### config.mk
export PLATFORM = sky130hd
export DESIGN_NAME = lkvc_cell
export DESIGN_NICKNAME = d
export VERILOG_FILES = /design/src/rtl/lkvc_pkg.sv /design/src/rtl/lkvc_cell.sv
export SDC_FILE = /design/constraint.sdc
export NUM_CORES = 1
export LEC_CHECK = 0
export BUFFER_PORTS_ARGS = -buffer_cell sky130_fd_sc_hd__buf_4
export CORE_AREA = 2 2 255 257
export CTS_CLUSTER_SIZE = 20
export DETAILED_ROUTE_END_ITERATION = 8
export DIE_AREA = 0 0 257 259
export SYNTH_ARGS = -nofsm -noshare
export SYNTH_HDL_FRONTEND = slang
export SYNTH_SLANG_ARGS = --single-unit
### constraint.sdc
create_clock -name clk -period 1.77 [get_ports clk]
set_clock_uncertainty 0.1 [all_clocks]
set_input_delay 0.0885 -clock clk [delete_from_list [all_inputs] [get_ports clk]]
set_output_delay 0.0885 -clock clk [all_outputs]
set_load 0.1 [all_outputs]
### src/rtl/lkvc_pkg.sv
// Shared types and constants for the LRU key-value cache.
package lkvc_pkg;

	localparam int ENTRIES_DEF    = 16;
	localparam int KEY_BITS_DEF   = 64;
	localparam int VALUE_BITS_DEF = 64;

	localparam int KIND_W    = 2;
	localparam int KEY_W     = 64;
	localparam int VALUE_W   = 64;
	localparam int VERSION_W = 64;
	localparam int CAP_W     = 5;

	localparam logic [CAP_W-1:0] CAP_RESET = 5'd16;

	// Request kinds; the fourth code is unused and leaves the cache alone.
	typedef enum logic [KIND_W-1:0] {
		KIND_GET   = 2'd0,
		KIND_SET   = 2'd1,
		KIND_CLEAR = 2'd2
	} kind_t;

	// Sequencer states of the top level.
	typedef enum logic [1:0] {
		ST_IDLE,
		ST_LOOK,
		ST_COMMIT
	} state_t;

	// What a cell loads at the next edge.
	typedef enum logic [1:0] {
		CELL_HOLD,
		CELL_FROM_PREV,
		CELL_FROM_NEXT
	} cell_op_t;

endpackage

### src/rtl/lkvc_cell.sv
// One cache slot of the recency chain: holds an entry and shifts it to a neighbor.
module lkvc_cell
	import lkvc_pkg::*;
#(
	parameter int KEY_BITS   = KEY_BITS_DEF,
	parameter int VALUE_BITS = VALUE_BITS_DEF
) (
	input  logic                  clk,
	input  logic                  arst_n,
	input  cell_op_t              op,
	input  logic [KEY_BITS-1:0]   lookup_key,
	input  logic                  prev_valid,
	input  logic [KEY_BITS-1:0]   prev_key,
	input  logic [VALUE_BITS-1:0] prev_value,
	input  logic [VERSION_W-1:0]  prev_version,
	input  logic                  next_valid,
	input  logic [KEY_BITS-1:0]   next_key,
	input  logic [VALUE_BITS-1:0] next_value,
	input  logic [VERSION_W-1:0]  next_version,
	output logic                  valid,
	output logic [KEY_BITS-1:0]   key,
	output logic [VALUE_BITS-1:0] value,
	output logic [VERSION_W-1:0]  version,
	output logic                  match
);

	logic                  valid_q;
	logic [KEY_BITS-1:0]   key_q;
	logic [VALUE_BITS-1:0] value_q;
	logic [VERSION_W-1:0]  version_q;

	always_ff @(posedge clk or negedge arst_n) begin
		if (!arst_n) begin
			valid_q <= 1'b0;
		end else begin
			case (op)
				CELL_FROM_PREV: valid_q <= prev_valid;
				CELL_FROM_NEXT: valid_q <= next_valid;
				default:        valid_q <= valid_q;
			endcase
		end
	end

	always_ff @(posedge clk) begin
		case (op)
			CELL_FROM_PREV: begin
				key_q     <= prev_key;
				value_q   <= prev_value;
				version_q <= prev_version;
			end
			CELL_FROM_NEXT: begin
				key_q     <= next_key;
				value_q   <= next_value;
				version_q <= next_version;
			end
			default: begin
				key_q     <= key_q;
				value_q   <= value_q;
				version_q <= version_q;
			end
		endcase
	end

	assign valid   = valid_q;
	assign key     = key_q;
	assign value   = value_q;
	assign version = version_q;
	assign match   = valid_q && (key_q == lookup_key);

endmodule

==> results_dict.tcl, run 1 <==
set metrics [dict create \
    leak_pwr_nw 8.56 \
    cp.required_ns 1.58 \
    number_of_h_tree_branching_levels 4 \
    final_critical_path_setup_slack_ns -0.800 \
    dieWidth_um 257 \
    filler_cells_inserted 6297 \
    tritoncts.num_buffers 17 \
    area_growth_syn_to_layout_pct 126 \
    worstMarginPinSlew_ns 0.437 \
    netlist_instances 525 \
    synth.cells.most_frequent "sky130_fd_sc_hd__edfxtp_1 (192), sky130_fd_sc_hd__mux2_1 (182), sky130_fd_sc_hd__xor2_1 (21), sky130_fd_sc_hd__buf_2 (20), sky130_fd_sc_hd__inv_1 (20)" \
    clock_tree_from_tritoncts "built" \
    comb_power_share_pct 46.6 \
    die-area_mm2 0.0666 \
    yosysMostFrequentCell "sky130_fd_sc_hd__edfxtp_1" \
    routed_wl_mm 44.7 \
    setup-tns-final_ns -0.800 \
    drt-vias-per-instance 3.65 \
    post_cts.repair.setup_buffers 0 \
    cts.path.max_buffers 2 \
    critical_path.cell_chain "xnor2_1 -> nand3_1 -> nor4_2 -> buf_4 -> nand4_1 -> nor4_4 -> buf_6" \
    placementRows 93 \
    violations "setup timing" \
    detail-route-antenna-nets 0 \
    placeableCoreArea_mm2 0.0639 \
    crit_arrival_ns 2.38 \
    critical_path.slowest_cell "sky130_fd_sc_hd__edfxtp_1" \
    yosysWarningCount 0 \
    syn-cell-area_mm2 0.00892 \
    vias 9206 \
    pin_count_of_the_biggest_net_entering_global_routing 34 \
    timing.final.crit_period_ns 2.57 \
    power.switching_fraction_pct 44.5 \
    synth-async-reset-ratio_pct 0.518 \
    clkSlewWorstSetupHoldPaths_ns 0.08 \
    dp.cells 2101 \
    synth_flop_cell "sky130_fd_sc_hd__edfxtp_1" \
    seqPwrFrac_pct 31.8 \
    cpPeakStageDelay_ns 0.42 \
    fraction_of_final_layout_cells_sized_beyond_drive_strength_1_pct 48.0 \
    antenna_found_initial 5 \
    drc 0 \
    crit_fanout 2 \
    synth_area_per_cell_um2 17.0 \
    synth_largest_area_cell "sky130_fd_sc_hd__edfxtp_1" \
    cp_capture_type "output port" \
    insertion_delay_ns 0.46 \
    run_status "finished with violations" \
    grt_pass1_wl_mm 63.7 \
    finish.cell_count_without_fillers 2521 \
    drt-wirelength-per-cell_um 17.7 \
    synth_top_area_share_pct 64.7 \
    worst-path-buf-inv 2 \
    cts_sinks 193 \
    synth_seq_cells 193 \
    pwr_density_cell_mw_per_mm2 957 \
    regArea_mm2 0.00579 \
    port_buffers 647 \
    grt_pass1_vias 10400 \
    detail_route.iter0.violations 362 \
    clk_root_buffer_cell "sky130_fd_sc_hd__clkbuf_16" \
    multi_input_area_mm2 0.00301 \
    gr-usage-all-layers_pct 13.1 \
    finalHoldViolCount 0 \
    min-delay-path-class "input pin to flip-flop" \
    timing.slew.headroom_pct 70.7 \
    mappedNetlistNets 980 \
    final-setup-viol-count 1 \
    worst_setup_path_start_kind "flip-flop" \
    maxCapViolations 0 \
    drt_first_pass_iters 4 \
    grt_remaining_overflow 0 \
    achievable-frequency_ghz 0.389 \
    synth_cell_types 32 \
    detailedPlacementHpwl_mm 35.3 \
    synth.yosys.seq_area_share_pct 64.9 \
    grt_setup_unrepaired "yes" \
    globalplace.congestion 0.940 \
    finish.net_count 2107 \
    top_level_ports 648 \
    ir_drop_v 0.000669 \
    timing_worst_setup_path_type "flip-flop to output port" \
    synth_area_leaders "sky130_fd_sc_hd__edfxtp_1 (65%), sky130_fd_sc_hd__mux2_1 (23%), sky130_fd_sc_hd__xor2_1 (2.1%)" \
    critical_path.top_delay_family "simple AND/OR/NAND/NOR gates" \
    power_frac_clock_pct 21.6 \
    number_of_enable_flip_flop_cells_after_synthesis 192 \
    timing.final.crit_share_pct 145 \
    dieHeight_um 259 \
    p_switching_mw 8.59 \
    start_util_pct 14.0 \
    internal-power_mw 10.7 \
    drv_slew 0 \
]
[per-layer routing]
metal / track usage (%) / vias up / part of all wire [%]
li1: - / 4289 / -
met1: 13.0 / 4359 / 36
met2: 23.9 / 484 / 52
met3: 4.54 / 70 / 8.0
met4: 6.85 / 4 / 4.5
met5: 0 / - / 0.049
[registers in the layout, indices dropped and copies added (netlist names)]
name,cells
valid,1
value,64
version,64
key,64
[logic make-up (layout without fill, tap and decap cells)]
kind of cell | Yosys count | in the layout | share of synthesized area (%)
muxes | 193 | 193 | 24.4
adders and majority gates | 1 | 1 | 0.140
DFF | 193 | 193 | 64.9
xor gates and xnor gates | 40 | 40 | 3.93
buffers and inverters | 44 | 1184 | 2.13
other | 0 | 1 | 0
and+or+nand+nor | 33 | 33 | 2.37
AOI/OAI and AO/OA | 21 | 21 | 2.12
[stage by stage]
stage	total power [mW]	area [µm²]	hold WS, ns	setup slack (ns)	util [%]
floorplan	11.7	8980	-0.307	-1.94	-
global placement	14.4	15700	-0.234	-0.389	24.5
detailed placement	14.4	15700	-0.232	-0.396	24.5
CTS	19.6	20200	0.0564	-0.906	31.6
global route	20.0	20200	0.0951	-0.930	31.6
finish	19.3	20200	0.113	-0.800	31.6
[worst reg2reg max path: stages, from the launching register on]
cell	delay, ns
sky130_fd_sc_hd__dfrtp_1	0.41
sky130_fd_sc_hd__buf_4	0.16
sky130_fd_sc_hd__nand2_1	0.05
sky130_fd_sc_hd__o21ai_1	0.06
[final timing paths]
path                              startpoint  endpoint  slack [ns]  cells after the start
worst max-delay path                 key[28]     match       -0.80                      7
worst min-delay path            prev_key[61]   key[61]        0.11                      2
min in group asynchronous             arst_n     valid        0.38                      3
max in group asynchronous             arst_n     valid        1.09                      3
worst min register to register         valid     valid        0.57                      3
worst max register to register         valid     valid        0.89                      3
[final cells by class]
cell class / instances / area share (%)
multi-input cells: 288 / 14.9
clock inverters: 15 / 1.04
well taps: 855 / 5.30
repair buffers: 1129 / 47.5
diodes: 1 / 0.0124
inverters: 23 / 0.496
flip-flops and latches: 193 / 28.7
clock buffers: 17 / 2.11
[power groups by stage]
stage	logic [mW]	clock network, mW	registers (mW)
6_report	9.00	4.18	6.14
5_1_grt	9.26	4.52	6.21
4_1_cts	9.01	4.41	6.15
3_5_place_dp	8.19	0	6.25
3_3_place_gp	8.18	0	6.21
2_1_floorplan	0.744	0	10.9
[layout by cell type, fill, tap and decap left out, types with 2 or more instances in the layout]
master,instances
sky130_fd_sc_hd__edfxtp_1,192
sky130_fd_sc_hd__a22oi_1,2
sky130_fd_sc_hd__inv_6,3
sky130_fd_sc_hd__xnor2_1,18
sky130_fd_sc_hd__mux2_2,10
sky130_fd_sc_hd__clkinv_8,5
sky130_fd_sc_hd__nor2b_1,4
sky130_fd_sc_hd__clkinv_4,2
sky130_fd_sc_hd__nand2b_1,6
sky130_fd_sc_hd__nand4_1,6
sky130_fd_sc_hd__o2bb2ai_1,4
sky130_fd_sc_hd__inv_1,18
sky130_fd_sc_hd__nor4_2,2
sky130_fd_sc_hd__xor2_1,21
sky130_fd_sc_hd__nand3_1,3
sky130_fd_sc_hd__o22ai_1,6
sky130_fd_sc_hd__mux2_1,182
sky130_fd_sc_hd__dlygate4sd3_1,387
sky130_fd_sc_hd__clkbuf_16,17
sky130_fd_sc_hd__buf_12,11
sky130_fd_sc_hd__buf_4,730
sky130_fd_sc_hd__nor3_1,2
sky130_fd_sc_hd__clkinv_2,2
sky130_fd_sc_hd__inv_12,2
sky130_fd_sc_hd__inv_8,3
sky130_fd_sc_hd__nor4_1,5
[timing repair]
action,in CTS,in global routing
endpoints found under the hold margin,193,0
hold buffers,387,0
pin swaps,1,2
endpoints found under the setup margin,1,1
gates resized for setup,2,1
cloned,0,0
(Power assumes the default switching activity.)
==> run 2, diff against run 1 <==
- CELL_PAD_IN_SITES_DETAIL_PLACEMENT: unset -> 1
- CELL_PAD_IN_SITES_GLOBAL_PLACEMENT: unset -> 1
- CORE_AREA: 2 2 255 257 -> 2 2 253 255
- DIE_AREA: 0 0 257 259 -> 0 0 255 257
- PLACE_DENSITY_LB_ADDON: unset -> 0.1
==> run 2 against run 1 <==
  * The run still ends with setup timing left
  * Critical path depth decreased by 1
  * Sequential share of layout area about the same
  * Sequential power decreased by 0.8%
  * Largest cell class unchanged
==> results_dict.tcl, run 2 (synthesis results as in run 1) <==
set metrics [dict create \
    route.met3.wl_mm 5.10 \
    crit_arrival_ns 2.31 \
    power_mw 19.4 \
    tritoncts.num_buffers 17 \
    run_status "finished with violations" \
    placeableCoreArea_mm2 0.0627 \
    filler_cells_inserted 6921 \
    timing_worst_setup_path_type "flip-flop to output port" \
    die-area_mm2 0.0655 \
    globalplace.congestion 0.757 \
    dieWidth_um 255 \
    detail-route-antenna-nets 0 \
    worst_setup_path_start_kind "flip-flop" \
    finish.net_count 2098 \
    start_util_pct 14.2 \
    pin_count_of_the_biggest_net_entering_global_routing 57 \
    timing.hold.worst_endpoint "key[19]" \
    drv_slew 0 \
    finalInstanceArea_mm2 0.0202 \
    timing.final.crit_period_ns 2.50 \
    clock_tree_from_tritoncts "built" \
    antenna_found_initial 8 \
    reg2reg_setup_slack_ns 0.90 \
    port_buffers 647 \
    critical_path.cell_chain "xnor2_1 -> nand4_1 -> nor3_2 -> nand3_2 -> nor4_4 -> buf_6" \
    final_critical_path_setup_slack_ns -0.729 \
    achievable-frequency_ghz 0.400 \
    drt_first_pass_iters 4 \
    insertion_delay_ns 0.48 \
    area_growth_syn_to_layout_pct 126 \
    top_level_ports 648 \
    ir_drop_v 0.000729 \
    dpl-instance-area_mm2 0.0156 \
    clkSlewWorstSetupHoldPaths_ns 0.08 \
    dieHeight_um 257 \
    grt_pass1_vias 10200 \
    multi_input_area_mm2 0.00300 \
    fraction_of_final_layout_cells_sized_beyond_drive_strength_1_pct 47.8 \
    grt_remaining_overflow 0 \
    routed_wl_mm 47.9 \
    wirelength_met1_mm 16.6 \
    vias 9016 \
    rr_startpoint "valid" \
    timing.final.crit_share_pct 141 \
    wl_met2_mm 24.8 \
    grt_pass1_wl_mm 66.6 \
    gr-usage-all-layers_pct 14.4 \
    maxCapViolations 0 \
    cp.required_ns 1.58 \
    cts.path.max_buffers 2 \
    cpPeakStageDelay_ns 0.41 \
    finalHoldViolCount 0 \
    timing.slew.headroom_pct 74.2 \
    critical_hold_path_startpoint "prev_key[19]" \
    crit_fanout 2 \
    drt-vias-per-instance 3.60 \
    drc 0 \
    detail_route.iter0.violations 255 \
    worst-path-buf-inv 1 \
    violations "setup timing" \
    leak_pwr_nw 8.52 \
    grt_setup_unrepaired "yes" \
    clk_root_buffer_cell "sky130_fd_sc_hd__clkbuf_16" \
    number_of_h_tree_branching_levels 4 \
    placementRows 92 \
    pwr_density_cell_mw_per_mm2 964 \
    commonest_cells_after_routing_fill_and_taps_aside "sky130_fd_sc_hd__buf_4 (716), sky130_fd_sc_hd__dlygate4sd3_1 (387), sky130_fd_sc_hd__edfxtp_1 (192), sky130_fd_sc_hd__mux2_1 (182), sky130_fd_sc_hd__xor2_1 (21)" \
    r2r_cells 3 \
    critical_path.slowest_cell "sky130_fd_sc_hd__edfxtp_1" \
    min-delay-path-class "input pin to flip-flop" \
    detailedPlacementHpwl_mm 38.1 \
    hold_depth 2 \
    cts_sinks 193 \
    cp_capture_type "output port" \
    layout_commonest_cell "sky130_fd_sc_hd__buf_4" \
    regArea_mm2 0.00579 \
    final-setup-viol-count 1 \
    top_signal_layer_used "met5" \
    drt-wirelength-per-cell_um 19.1 \
    post_cts.repair.setup_buffers 0 \
    reg2reg_to "valid" \
    critical_path.top_delay_family "simple AND/OR/NAND/NOR gates" \
    hold-worst-slack_ns 0.0879 \
    worstMarginPinSlew_ns 0.387 \
]
==> run 2: cell type report <==
class / count / share of cell area [%]
clock buffers: 17 / 2.11
diodes: 4 / 0.0496
multi-input cells: 288 / 14.9
clock inverters: 15 / 0.986
well taps: 846 / 5.25
flip-flops and latches: 193 / 28.7
repair buffers: 1120 / 47.5
inverters: 23 / 0.496
==> run 2: what timing repair did <==
action,4_1_cts,5_1_grt
resized for setup,4,0
hold buffers,387,0
hold endpoints to repair,193,0
pin swaps,3,1
endpoints found under the setup margin,1,1
==> run 2: worst max-delay path by stage <==
stage	startpoint	end	slack, ns	cells after the start
floorplan	op[0]	key[0]	-1.94	3
global placement	key[61]	match	-0.43	7
detailed placement	key[61]	match	-0.45	7
CTS	key[8]	match	-0.86	6
global route	key[47]	match	-0.92	6
finish	key[47]	match	-0.73	6
==> run 2: per-layer routing <==
metal	up-vias	GRT usage (%)
met1	4295	14.1
li1	4261	-
met4	6	5.67
met3	51	6.75
met2	403	25.9
met5	-	0
==> run 2: worst reg2reg max path: stages, from the launching register on <==
cell and delay (ns):
sky130_fd_sc_hd__dfrtp_1 0.41, sky130_fd_sc_hd__buf_4 0.16, sky130_fd_sc_hd__nand2_1 0.05, sky130_fd_sc_hd__o21ai_1 0.05
==> run 2: power by group <==
group / internal [mW] / switching [mW]
clock network: 2.16 / 2.17
logic: 2.83 / 6.19
registers: 5.82 / 0.268
total: 10.8 / 8.63
==> run 2: metrics by stage <==
stage	worst slack, ns	cells	setup TNS [ns]	util, %
2_1_floorplan	-1.94	525	-374.26	-
3_3_place_gp	-0.434	2084	-0.434	24.9
3_5_place_dp	-0.451	2084	-0.451	24.9
4_1_cts	-0.861	2502	-0.861	32.1
5_1_grt	-0.918	2506	-0.918	32.1
6_report	-0.729	2506	-0.729	32.1
